$ cat config.mk
export PLATFORM = sky130hd
export DESIGN_NAME = sync_length_message_deframer_unit
export DESIGN_NICKNAME = d
export VERILOG_FILES = /design/src/hdl/slmd_pkg.sv /design/src/hdl/slmd_cfg_regs.sv /design/src/hdl/slmd_in_reg.sv /design/src/hdl/slmd_core.sv /design/src/hdl/slmd_out_reg.sv /design/src/hdl/sync_length_message_deframer_unit.sv
export SDC_FILE = /design/constraint.sdc
export NUM_CORES = 1
export LEC_CHECK = 0
export ABC_AREA = 1
export BUFFER_PORTS_ARGS = -buffer_cell sky130_fd_sc_hd__buf_2
export CAP_MARGIN = 15
export CORE_MARGIN = 4
export CORE_UTILIZATION = 60
export DETAILED_ROUTE_END_ITERATION = 10
export GPL_TIMING_DRIVEN = 0
export HOLD_SLACK_MARGIN = 0.06
export MAX_ROUTING_LAYER = met4
export PLACE_DENSITY = 0.82
export RECOVER_POWER = 25
export SYNTH_ARGS = -nofsm -noshare
export SYNTH_HDL_FRONTEND = slang
export SYNTH_SLANG_ARGS = --single-unit
$ cat constraint.sdc
create_clock -name clk_i -period 4.8 [get_ports clk_i]
set_input_delay 0.24 -clock clk_i [delete_from_list [all_inputs] [get_ports clk_i]]
set_output_delay 0.24 -clock clk_i [all_outputs]
set_load 0.005 [all_outputs]
$ cat src/hdl/slmd_pkg.sv
package slmd_pkg;

  // Largest payload the block will ever take, whatever the configured limit.
  localparam int unsigned MAX_PAYLOAD = 1024;

  // Field and state widths.
  localparam int unsigned BYTE_W  = 8;
  localparam int unsigned LIMIT_W = 11;
  localparam int unsigned LEN_W   = LIMIT_W + 1;
  localparam int unsigned KIND_W  = 2;
  localparam int unsigned CFG_IDX_W  = 2;
  localparam int unsigned CFG_DATA_W = LIMIT_W;

  // Hard cap on the payload limit, at the limit register's width.
  localparam logic [LIMIT_W-1:0] MAX_PAYLOAD_LIM = LIMIT_W'(MAX_PAYLOAD);

  // Register reset values.
  localparam logic [BYTE_W-1:0]  SYNC_FIRST_RST    = 8'd190;
  localparam logic [BYTE_W-1:0]  SYNC_SECOND_RST   = 8'd239;
  localparam logic [LIMIT_W-1:0] PAYLOAD_LIMIT_RST = 11'd1017;

  // Configuration register indexes.
  typedef enum logic [CFG_IDX_W-1:0] {
    CFG_SYNC_FIRST    = 2'd0,
    CFG_SYNC_SECOND   = 2'd1,
    CFG_PAYLOAD_LIMIT = 2'd2
  } slmd_cfg_idx_e;

  // Result kinds.
  typedef enum logic [KIND_W-1:0] {
    KIND_BYTE  = 2'd0,
    KIND_EMPTY = 2'd1,
    KIND_BAD   = 2'd2
  } slmd_kind_e;

  // Frame phases, one-hot.
  typedef enum logic [6:0] {
    PH_HUNT = 7'b0000001,
    PH_LEN0 = 7'b0000010,
    PH_LEN1 = 7'b0000100,
    PH_LEN2 = 7'b0001000,
    PH_LEN3 = 7'b0010000,
    PH_ID   = 7'b0100000,
    PH_DATA = 7'b1000000
  } slmd_phase_e;

  // Current register contents.
  typedef struct packed {
    logic [BYTE_W-1:0]  sync_first;
    logic [BYTE_W-1:0]  sync_second;
    logic [LIMIT_W-1:0] payload_limit;
  } slmd_cfg_t;

  // One result item.
  typedef struct packed {
    slmd_kind_e        kind;
    logic [BYTE_W-1:0] message_id;
    logic [BYTE_W-1:0] data_byte;
    logic              first_of_message;
    logic              last_of_message;
  } slmd_result_t;

endpackage

$ cat src/hdl/slmd_cfg_regs.sv
module slmd_cfg_regs
  import slmd_pkg::*;
(
  input  logic                  clk_i,
  input  logic                  rst_ni,
  input  logic                  cfg_we_i,
  input  logic [CFG_IDX_W-1:0]  cfg_index_i,
  input  logic [CFG_DATA_W-1:0] cfg_data_i,
  output slmd_cfg_t             cfg_o
);

  slmd_cfg_t cfg_q, cfg_d;

  // Decode the write; an index beyond the register list is dropped.
  always_comb begin
    cfg_d = cfg_q;
    if (cfg_we_i) begin
      unique case (cfg_index_i)
        CFG_SYNC_FIRST:    cfg_d.sync_first    = cfg_data_i[BYTE_W-1:0];
        CFG_SYNC_SECOND:   cfg_d.sync_second   = cfg_data_i[BYTE_W-1:0];
        CFG_PAYLOAD_LIMIT: cfg_d.payload_limit = cfg_data_i[LIMIT_W-1:0];
        default:           cfg_d = cfg_q;
      endcase
    end
  end

  always_ff @(posedge clk_i or negedge rst_ni) begin
    if (!rst_ni) begin
      cfg_q.sync_first    <= SYNC_FIRST_RST;
      cfg_q.sync_second   <= SYNC_SECOND_RST;
      cfg_q.payload_limit <= PAYLOAD_LIMIT_RST;
    end else begin
      cfg_q <= cfg_d;
    end
  end

  assign cfg_o = cfg_q;

endmodule

$ cat src/hdl/slmd_in_reg.sv
module slmd_in_reg
  import slmd_pkg::*;
(
  input  logic              clk_i,
  input  logic              rst_ni,
  input  logic              in_valid_i,
  output logic              in_stall_o,
  input  logic [BYTE_W-1:0] rx_byte_i,
  input  logic              take_i,
  output logic              fire_o,
  output logic [BYTE_W-1:0] byte_o
);

  logic              valid_q, valid_d;
  logic [BYTE_W-1:0] byte_q, byte_d;

  // The held byte leaves whenever the result side can take its outcome.
  assign fire_o     = valid_q & take_i;
  assign in_stall_o = valid_q & ~take_i;
  assign byte_o     = byte_q;

  // Refill the input register whenever it is empty or being drained.
  always_comb begin
    valid_d = valid_q;
    byte_d  = byte_q;
    if (!in_stall_o) begin
      valid_d = in_valid_i;
      if (in_valid_i) begin
        byte_d = rx_byte_i;
      end
    end
  end

  always_ff @(posedge clk_i or negedge rst_ni) begin
    if (!rst_ni) begin
      valid_q <= 1'b0;
    end else begin
      valid_q <= valid_d;
    end
  end

  always_ff @(posedge clk_i) begin
    byte_q <= byte_d;
  end

endmodule

$ cat src/hdl/slmd_core.sv
module slmd_core
  import slmd_pkg::*;
(
  input  logic              clk_i,
  input  logic              rst_ni,
  input  slmd_cfg_t         cfg_i,
  input  logic              fire_i,
  input  logic [BYTE_W-1:0] byte_i,
  output logic              res_valid_o,
  output slmd_result_t      res_o
);

  slmd_phase_e        phase_q, phase_d;
  logic [BYTE_W-1:0]  prev_q, prev_d;
  logic               prev_valid_q, prev_valid_d;
  logic [LEN_W-1:0]   len_q, len_d;
  logic               len_hi_q, len_hi_d;
  logic [LIMIT_W-1:0] rem_q, rem_d;
  logic [BYTE_W-1:0]  id_q, id_d;
  logic               started_q, started_d;

  logic [LIMIT_W-1:0] lim;
  logic [LEN_W-1:0]   lim_plus1;
  logic [LEN_W-1:0]   len_minus1;
  logic               len_hi_full;
  logic               len_bad;
  logic [LIMIT_W-1:0] rem_next;

  // Length check against the smaller of the configured and hard limits.
  // Only the low twelve length bits are kept; any higher bit set is a bad length.
  assign lim         = (cfg_i.payload_limit > MAX_PAYLOAD_LIM) ? MAX_PAYLOAD_LIM
                                                               : cfg_i.payload_limit;
  assign lim_plus1   = {1'b0, lim} + LEN_W'(1);
  assign len_minus1  = len_q - LEN_W'(1);
  assign len_hi_full = len_hi_q | (byte_i != '0);
  assign len_bad     = len_hi_full | (len_q == '0) | (len_q > lim_plus1);
  assign rem_next    = (rem_q != '0) ? rem_q - LIMIT_W'(1) : '0;

  // Phase machine: one received byte per firing.
  always_comb begin
    phase_d      = phase_q;
    prev_d       = prev_q;
    prev_valid_d = prev_valid_q;
    len_d        = len_q;
    len_hi_d     = len_hi_q;
    rem_d        = rem_q;
    id_d         = id_q;
    started_d    = started_q;
    res_valid_o  = 1'b0;
    res_o        = '{kind: KIND_BYTE, message_id: '0, data_byte: '0,
                    first_of_message: 1'b0, last_of_message: 1'b0};
    if (fire_i) begin
      unique case (phase_q)
        PH_LEN0: begin
          len_d    = {{(LEN_W-BYTE_W){1'b0}}, byte_i};
          len_hi_d = 1'b0;
          phase_d  = PH_LEN1;
        end
        PH_LEN1: begin
          len_d[LEN_W-1:BYTE_W] = byte_i[LEN_W-BYTE_W-1:0];
          len_hi_d = len_hi_q | (byte_i[BYTE_W-1:LEN_W-BYTE_W] != '0);
          phase_d  = PH_LEN2;
        end
        PH_LEN2: begin
          len_hi_d = len_hi_full;
          phase_d  = PH_LEN3;
        end
        PH_LEN3: begin
          len_hi_d = len_hi_full;
          if (len_bad) begin
            phase_d      = PH_HUNT;
            prev_d       = '0;
            prev_valid_d = 1'b0;
            res_valid_o  = 1'b1;
            res_o.kind   = KIND_BAD;
          end else begin
            rem_d   = len_minus1[LIMIT_W-1:0];
            phase_d = PH_ID;
          end
        end
        PH_ID: begin
          id_d      = byte_i;
          started_d = 1'b0;
          if (rem_q == '0) begin
            phase_d               = PH_HUNT;
            prev_d                = '0;
            prev_valid_d          = 1'b0;
            res_valid_o           = 1'b1;
            res_o.kind            = KIND_EMPTY;
            res_o.message_id      = byte_i;
            res_o.last_of_message = 1'b1;
          end else begin
            phase_d = PH_DATA;
          end
        end
        PH_DATA: begin
          res_valid_o            = 1'b1;
          res_o.kind             = KIND_BYTE;
          res_o.message_id       = id_q;
          res_o.data_byte        = byte_i;
          res_o.first_of_message = ~started_q;
          res_o.last_of_message  = (rem_q <= LIMIT_W'(1));
          started_d              = 1'b1;
          rem_d                  = rem_next;
          if (rem_next == '0) begin
            phase_d      = PH_HUNT;
            prev_d       = '0;
            prev_valid_d = 1'b0;
          end
        end
        default: begin
          // Hunting: a failed match makes this byte the next candidate.
          if (prev_valid_q && (prev_q == cfg_i.sync_first) &&
              (byte_i == cfg_i.sync_second)) begin
            prev_d       = '0;
            prev_valid_d = 1'b0;
            phase_d      = PH_LEN0;
          end else begin
            prev_d       = byte_i;
            prev_valid_d = 1'b1;
            phase_d      = PH_HUNT;
          end
        end
      endcase
    end
  end

  always_ff @(posedge clk_i or negedge rst_ni) begin
    if (!rst_ni) begin
      phase_q      <= PH_HUNT;
      prev_q       <= '0;
      prev_valid_q <= 1'b0;
      len_q        <= '0;
      len_hi_q     <= 1'b0;
      rem_q        <= '0;
      id_q         <= '0;
      started_q    <= 1'b0;
    end else begin
      phase_q      <= phase_d;
      prev_q       <= prev_d;
      prev_valid_q <= prev_valid_d;
      len_q        <= len_d;
      len_hi_q     <= len_hi_d;
      rem_q        <= rem_d;
      id_q         <= id_d;
      started_q    <= started_d;
    end
  end

  // A result only comes out of a byte that is being processed.
  assert property (@(posedge clk_i) disable iff (!rst_ni) res_valid_o |-> fire_i)
    else $error("result without a processed byte");

  // A dropped frame is only decided on the last length byte.
  assert property (@(posedge clk_i) disable iff (!rst_ni)
    (res_valid_o && res_o.kind == KIND_BAD) |-> phase_q == PH_LEN3)
    else $error("bad length reported outside the length field");

  // The payload phase always has at least one byte left to take.
  assert property (@(posedge clk_i) disable iff (!rst_ni)
    phase_q == PH_DATA |-> rem_q != '0)
    else $error("payload phase with no bytes remaining");

  // The final payload byte sends the block back to hunting with no candidate.
  assert property (@(posedge clk_i) disable iff (!rst_ni)
    (fire_i && phase_q == PH_DATA && rem_q == LIMIT_W'(1))
      |=> (phase_q == PH_HUNT && !prev_valid_q))
    else $error("frame end did not return to hunting");

endmodule

$ cat src/hdl/slmd_out_reg.sv
module slmd_out_reg
  import slmd_pkg::*;
(
  input  logic         clk_i,
  input  logic         rst_ni,
  input  logic         res_valid_i,
  input  slmd_result_t res_i,
  output logic         take_o,
  output logic         out_valid_o,
  input  logic         out_stall_i,
  output slmd_result_t res_o
);

  logic         valid_q, valid_d;
  slmd_result_t res_q, res_d;

  // A new outcome may be produced when the register is empty or being drained.
  assign take_o = ~valid_q | ~out_stall_i;

  always_comb begin
    valid_d = valid_q;
    res_d   = res_q;
    if (take_o) begin
      valid_d = res_valid_i;
      if (res_valid_i) begin
        res_d = res_i;
      end
    end
  end

  always_ff @(posedge clk_i or negedge rst_ni) begin
    if (!rst_ni) begin
      valid_q <= 1'b0;
    end else begin
      valid_q <= valid_d;
    end
  end

  always_ff @(posedge clk_i) begin
    res_q <= res_d;
  end

  assign out_valid_o = valid_q;
  assign res_o       = res_q;

endmodule

$ cat src/hdl/sync_length_message_deframer_unit.sv
// Byte-stream deframer: hunts for a two-byte sync header, reads a 32-bit
// little-endian length (ID byte plus payload), the message ID, then the
// payload. Each payload byte comes out with its ID and first/last marks; an
// empty payload gives one marker result, and a zero or over-limit length
// gives one bad-length result before hunting resumes. The block takes one
// byte per cycle while the result side does not stall: each byte passes
// through an input register, one pass of the phase logic and a result
// register, which offers the result on the outputs. A stall on the result
// side holds the result register and, while a byte waits in the input
// register, the input side. Register writes take effect on the next byte.
module sync_length_message_deframer_unit
  import slmd_pkg::*;
(
  input  logic                  clk_i,
  input  logic                  rst_ni,
  input  logic                  cfg_we_i,
  input  logic [CFG_IDX_W-1:0]  cfg_index_i,
  input  logic [CFG_DATA_W-1:0] cfg_data_i,
  input  logic                  in_valid_i,
  output logic                  in_stall_o,
  input  logic [BYTE_W-1:0]     rx_byte_i,
  output logic                  out_valid_o,
  input  logic                  out_stall_i,
  output logic [KIND_W-1:0]     kind_o,
  output logic [BYTE_W-1:0]     message_id_o,
  output logic [BYTE_W-1:0]     data_byte_o,
  output logic                  first_of_message_o,
  output logic                  last_of_message_o
);

  slmd_cfg_t         cfg;
  logic              take;
  logic              fire;
  logic [BYTE_W-1:0] byte_q;
  logic              res_valid;
  slmd_result_t      res;
  slmd_result_t      res_out;

  // Register file.
  slmd_cfg_regs u_cfg (
    .clk_i       (clk_i),
    .rst_ni      (rst_ni),
    .cfg_we_i    (cfg_we_i),
    .cfg_index_i (cfg_index_i),
    .cfg_data_i  (cfg_data_i),
    .cfg_o       (cfg)
  );

  // Input register.
  slmd_in_reg u_in (
    .clk_i      (clk_i),
    .rst_ni     (rst_ni),
    .in_valid_i (in_valid_i),
    .in_stall_o (in_stall_o),
    .rx_byte_i  (rx_byte_i),
    .take_i     (take),
    .fire_o     (fire),
    .byte_o     (byte_q)
  );

  // Frame phase machine.
  slmd_core u_core (
    .clk_i       (clk_i),
    .rst_ni      (rst_ni),
    .cfg_i       (cfg),
    .fire_i      (fire),
    .byte_i      (byte_q),
    .res_valid_o (res_valid),
    .res_o       (res)
  );

  // Result register.
  slmd_out_reg u_out (
    .clk_i       (clk_i),
    .rst_ni      (rst_ni),
    .res_valid_i (res_valid),
    .res_i       (res),
    .take_o      (take),
    .out_valid_o (out_valid_o),
    .out_stall_i (out_stall_i),
    .res_o       (res_out)
  );

  assign kind_o             = res_out.kind;
  assign message_id_o       = res_out.message_id;
  assign data_byte_o        = res_out.data_byte;
  assign first_of_message_o = res_out.first_of_message;
  assign last_of_message_o  = res_out.last_of_message;

endmodule
After elaboration in Yosys (flattened, before gate mapping)

Cells that the tools add are included.

Input bits: 26
Memory bits (writable): 0
Memories: 0
Register bits after elaboration: 106
Bits in latches: 0
Logic and storage cells: 113
Output and inout bits: 22
Bits in read-only memories: 0

Div/mod/pow operators: 0
Equal/unequal tests: 14
$add $sub $neg: 3
Order comparisons: 3
Muxes and demuxes: 31
Bitwise operators: 13
Reduce and logical (&&, ||, !) cells: 29
$mul: 0
Shift-type cells: 0

Operators with widths:

| operator                                              | count |
|---|---|
| case mux 7 bit (6 select lines)                       | 1 |
| two-way mux 11 bit                                    | 3 |
| two-way mux 8 bit                                     | 4 |
| case mux 8 bit (4 select lines)                       | 1 |
| AND reduction 2 bit                                   | 12 |
| logical NOT 11 bit                                    | 2 |
| case mux 11 bit (2 select lines)                      | 1 |
| subtractor 11 x 1 -> 11 bit (second input constant)   | 2 |
| == test 8 bit                                         | 2 |
| case mux 8 bit (2 select lines)                       | 1 |
| two-way mux 7 bit                                     | 2 |
| adder 11 x 1 -> 12 bit (second input constant)        | 1 |
| > comparator 12 bit                                   | 1 |
| logical NOT 12 bit                                    | 1 |
| > comparator 11 bit (second input constant)           | 1 |
| <= comparator 11 x 1 -> 1 bit (second input constant) | 1 |
| nonzero test 11 bit                                   | 1 |
| two-way mux 9 bit                                     | 1 |
| case mux 4 bit (2 select lines)                       | 1 |
| nonzero test 8 bit                                    | 1 |
| == test 7 x 2 -> 1 bit (second input constant)        | 1 |
| == test 7 x 3 -> 1 bit (second input constant)        | 1 |
| == test 7 x 4 -> 1 bit (second input constant)        | 1 |
| == test 7 x 5 -> 1 bit (second input constant)        | 1 |
| other kinds (25)                                      | 49 |

Depth between registers and ports, before layout

Depth in word-level cells: 9
Gate-level depth with buffers: 24

By module

A second synthesis with hierarchy kept.

Cell total of the unflattened synthesis: 722
Area total of the unflattened synthesis: 5883.1 um^2

Modules (own cells, without submodules):

| module        | area each (um^2) | sequential area each (um^2) | instances | cells an instance |
|---|---|---|---|---|
| slmd_core     | 3759.9           | 1227.4                      | 1         | 559 |
| slmd_cfg_regs | 1176.1           | 701.9                       | 1         | 121 |
| slmd_out_reg  | 641.9            | 625.6                       | 1         | 25 |
| slmd_in_reg   | 305.3            | 265.3                       | 1         | 17 |

Worst setup path before layout

OpenSTA, ideal clock, no wires.

Path type: flip-flop to flip-flop
Start: register u_cfg.cfg_q, in the netlist u_cfg.cfg_o[2]
End: register u_out.res_q, in the netlist u_out.res_o[0], enable pin
Cell stages (with the launch flop): 20
Arrival: 3.645 ns
Path slack: 0.758 ns
Cells stage by stage: dfrtp_1 > nor2_1 > nand4_1 > o21ai_2 > inv_1 > nor2_1 > ha_1 > nand4_1 > nor3_1 > a21oi_1 > ha_1 > nand2_1 > nor2_1 > and2_1 > nand2_1 > nand3_1 > nand2_1 > nand2_1 > a21oi_1 > nor2_1

Longest elaborated chain between the ends: 9

RTL lines:

| element                                  | line                | text |
|---|---|---|
| start, declared                          | slmd_cfg_regs.sv:12 | `slmd_cfg_t cfg_q, cfg_d;` |
| start signal, assigned                   | slmd_cfg_regs.sv:33 | `cfg_q <= cfg_d;` |
| > comparator 11 bit                      | slmd_core.sv:31     | `assign lim = (cfg_i.payload_limit > MAX_PAYLOAD_LIM) ? MAX_PAYLOAD_LIM` |
| two-way mux 11 bit (*)                   | slmd_core.sv:31     |  |
| adder 11 x 1 -> 12 bit (*)               | slmd_core.sv:33     | `assign lim_plus1 = {1'b0, lim} + LEN_W'(1);` |
| > comparator 12 bit (*)                  | slmd_core.sv:36     | `assign len_bad = len_hi_full \| (len_q == '0) \| (len_q > lim_plus1);` |
| bitwise OR 1 bit (*)                     | slmd_core.sv:36     |  |
| two-way mux 1 bit (*)                    | slmd_core.sv:70     | `if (len_bad) begin` |
| case mux 1 bit (3 select lines) (*)      | slmd_core.sv:53     | `unique case (phase_q)` |
| two-way mux 1 bit (*)                    | slmd_core.sv:52     | `if (fire_i) begin` |
| AND reduction 2 bit (no source line) (*) | n/a                 |  |
| end signal, assigned                     | slmd_out_reg.sv:40  | `res_q <= res_d;` |
| end, declared                            | slmd_out_reg.sv:15  | `slmd_result_t res_q, res_d;` |

Every way passes the cells marked *; elsewhere a longest branch is shown, timed or not.
A chain may end at the register's enable or synchronous reset.

Worst setup path in the final report

Start: register u_cfg.cfg_q, in the netlist u_cfg.cfg_o[2]
End: register u_out.res_q, in the netlist u_out.res_o[12], enable pin

Same word-level chain as after synthesis.

==> results.json <==
{
  "drive_gt1_share_pct": 15.6,
  "clock_latency_ns": 0.38,
  "root_buffer": "sky130_fd_sc_hd__clkbuf_8",
  "run_status": "finished with violations",
  "min-delay-path-class": "in2reg",
  "report.final.hold_viol_count": 0,
  "first_pass_grt_wire_length_um": 23100,
  "cap_violations": 1,
  "detail_route.wirelength_um": 13700,
  "worst_path_most_repeated_cell": "sky130_fd_sc_hd__nand2_1",
  "grtUsageTotal_pct": 26.0,
  "row_count": 35,
  "synth_async_sr_flop_share_pct": 73.6,
  "fin_crit_sh_pct": 89.2,
  "yosys.area_share.adder_pct": 3.42,
  "placeableCoreArea_um2": 9370,
  "timing.final.ws_setup_ns": 0.520,
  "synthXorXnorAreaFrac_pct": 3.60,
  "ys_seq_elements": 106,
  "cts.sinks": 106,
  "maximum_number_of_pins_on_one_net_before_global_route_repair": 74,
  "drtIter0Drc": 283,
  "port_buffers": 47,
  "dr.pass1.iters": 7,
  "tritoncts": "built",
  "total_power_mw": 1.78,
  "die_extent_in_x_um": 107,
  "timing_worst_slew_pin_value_ns": 3.28,
  "worst_r2r_path_depth": 20,
  "cellLeakagePower_nw": 3.20,
  "mostFrequentLayoutCell": "sky130_fd_sc_hd__nand2_1",
  "numPlacedInstances": 911,
  "postSynthAreaPerCell_um2": 7.98,
  "clk_pin_slew_worst_paths_ns": 0.10,
  "synth_largest_type_area_fraction_pct": 24.0,
  "critical_path.endpoint_type": "register",
  "routabilityCongestion": 0.971,
  "vias_in_the_first_global_route": 4941,
  "synth_top_family_by_area": "simple AND/OR/NAND/NOR gates",
  "instances_no_fill": 936,
  "top_ports": 48,
  "setup_repair_after_global_routing_missed_its_margin": "no",
  "post_cts.repair.setup_buffers": 0,
  "vias_per_cell": 5.35,
  "final.setup_skew_ns": 0.0121,
  "depth_of_the_cts_h_tree": 3,
  "worst_ep_required_time_ns": 4.88,
  "routed_wire_length_per_instance_um": 14.6,
  "drtAntennaViolNets": 0,
  "max_clock_freq_mhz": 234,
  "yosysWarningCount": 0,
  "cpMaxStageDelayCell": "sky130_fd_sc_hd__dfrtp_1",
  "dieArea_um2": 11400,
  "synth.top_cells.by_area": "sky130_fd_sc_hd__dfrtp_1, sky130_fd_sc_hd__edfxtp_1, sky130_fd_sc_hd__nand2_1",
  "maxSlewViolCount": 74,
  "final.setup.tns_ns": 0,
  "antenna_found_initial": 0,
  "cts_inserted_buffers": 9,
  "slew_headroom_pct": -119,
  "synth_compound_area_share_pct": 9.37,
  "layout-area-overhead-vs-synth_pct": 11.6,
  "report.final.setup_viol": 0,
  "power.density_cell_area_nw_per_um2": 273,
  "synth_net_count": 775,
  "synth.area.mux_share_pct": 0.193,
  "synth_simple_gate_area_share_pct": 27.8,
  "antenna_cells": 0,
  "ys_dominant_reg_cell": "sky130_fd_sc_hd__dfrtp_1",
  "synth_enable_flop_cells": 28,
  "overflow": 0,
  "commonest_cells_after_routing_fill_and_taps_aside": "sky130_fd_sc_hd__nand2_1, sky130_fd_sc_hd__nor2_1, sky130_fd_sc_hd__inv_1",
  "route.detailed.drc": 0,
  "syn-instance-count": 733,
  "num_vias": 5008,
  "count_of_different_cell_masters_after_synthesis": 38,
  "critical_path.max_stage_delay_ns": 0.45,
  "clk_path_buf_depth": 2,
  "start_util_pct": 62.4,
  "cell_depth_of_the_worst_min_delay_path": 3,
  "syn-cell-area_um2": 5850,
  "detailed_placement_hpwl_um": 10300,
  "die_h_um": 107,
  "category_of_the_most_critical_setup_path": "reg2reg",
  "nets": 844,
  "timing.critical_path.fanout_max": 14,
  "ys_seq_area_share_pct": 48.2,
  "post-place-ws_ns": 0.330,
  "yosys.area.top_type": "sky130_fd_sc_hd__dfrtp_1",
  "layout_min_cycle_time_ns": 4.28,
  "critical_path_arrival_ns": 4.36,
  "critical_path.cell_chain": "nor2_1, nand4_1, o21ai_2, inv_1, nor2_1, ha_1, nand4_1, nor3_1, a21oi_1, ha_1, nand2_1, nor2_1, and2_1, nand2_1, nand3_1, nand2_1, nand2_1, a21oi_1, nor2_2, buf_4",
  "crit_path_start_kind": "register",
  "failed_checks": "max-capacitance violations, max-slew violations",
  "irDropWorstVdd_v": 0.000260
}
==> critical path, delay by kind of cell (launching register included) <==
kind | cells | cell delay [ns]
DFF | 1 | 0.45
adders and majority gates | 2 | 0.51
AOI/OAI and AO/OA | 3 | 0.61
and+or+nand+nor | 13 | 1.93
buffers and inverters | 2 | 0.46
==> sequential cells by signal, indices dropped and copies added, names as in the netlist <==
register             count
u_cfg.cfg_o             27
u_core.id_q              8
u_core.len_hi_q          1
u_core.len_q            12
u_core.phase_q           7
u_core.prev_q            8
u_core.prev_valid_q      1
u_core.rem_q            11
u_core.started_q         1
u_in.byte_o              8
u_in.valid_q             1
u_out.out_valid_o        1
u_out.res_o             20
==> synth_stat cells, types with 4 or more instances <==
library cell                 n
sky130_fd_sc_hd__nand2_2     4
sky130_fd_sc_hd__dfrtp_1    56
sky130_fd_sc_hd__nand4_1    11
sky130_fd_sc_hd__nor2_1    104
sky130_fd_sc_hd__xnor2_1     6
sky130_fd_sc_hd__inv_1      74
sky130_fd_sc_hd__ha_1       16
sky130_fd_sc_hd__o21ai_0    47
sky130_fd_sc_hd__o21ai_1    23
sky130_fd_sc_hd__nor3_1      5
sky130_fd_sc_hd__clkbuf_1   10
sky130_fd_sc_hd__nand3_1    35
sky130_fd_sc_hd__nand3_2    14
sky130_fd_sc_hd__a21oi_1    19
sky130_fd_sc_hd__dfstp_2    22
sky130_fd_sc_hd__edfxtp_1   28
sky130_fd_sc_hd__xor2_1     18
sky130_fd_sc_hd__nand2_1   200
sky130_fd_sc_hd__inv_2      12
==> kinds of logic after synthesis <==
kind of cell / Yosys count
xor gates and xnor gates: 24
DFF: 106
muxes: 1
AOI/OAI and AO/OA: 101
buffers and inverters: 105
adders and majority gates: 16
and+or+nand+nor: 379
other: 1
==> where the power goes <==
part | switching (mW) | internal [mW] | leakage [nW]
clock | 0.319 | 0.197 | 0.0935
combinational | 0.132 | 0.0821 | 1.91
sequential | 0.0542 | 0.995 | 1.19
==> per-stage QoR <==
stage / hold WS (ns) / cell area (um^2) / util [%]
floorplan: -0.0556 / 5850 / -
global placement: 0.419 / 6240 / 66.6
detailed placement: 0.0671 / 6280 / 67.0
CTS: 0.0811 / 6550 / 69.9
global route: 0.0727 / 6530 / 69.7
finish: 0.0958 / 6530 / 69.7
==> final timing paths <==
check                                              start                       endpoint  slack (ns)
max                           u_cfg.cfg_o[2]$_DFFE_PN0P_  u_out.res_o[12]$_SDFFCE_PN0P_        0.52
min                                        cfg_data_i[8]     u_cfg.cfg_o[8]$_DFFE_PN1P_         0.1
max reg2reg                   u_cfg.cfg_o[2]$_DFFE_PN0P_  u_out.res_o[12]$_SDFFCE_PN0P_        0.52
min reg2reg                u_core.phase_q[0]$_DFFE_PN1P_  u_core.phase_q[0]$_DFFE_PN1P_        0.49
max in group asynchronous                         rst_ni   u_core.prev_q[2]$_DFFE_PN0P_        0.89
min in group asynchronous                         rst_ni    u_core.rem_q[1]$_DFFE_PN0P_        0.27
==> cell type report <==
cell class                 count  area (um^2)
buffer                        15         86.3
clock buffer                  10          128
clock inverter                 6         48.8
fill                         766         2840
inverter                      90          339
multi-input combinational    522         2600
sequential                   106         2820
tap                          129          161
timing repair buffer          58          340
==> routing by layer <==
metal | vias to the layer above | share of wire [%] | global-route usage [%]
li1 | 2492 | - | -
met1 | 2323 | 43 | 32.3
met2 | 157 | 50 | 42.5
met3 | 36 | 4.9 | 4.76
met4 | 0 | 2.5 | 9.95
met5 | - | 0 | -
==> what timing repair did <==
item                                   CTS  global route
endpoints found under the hold margin   64             0
hold buffers                             9             0
gates resized for setup                  0             1
setup endpoints to repair                0            14
No activity file was read; power rests on OpenSTA's default activity.
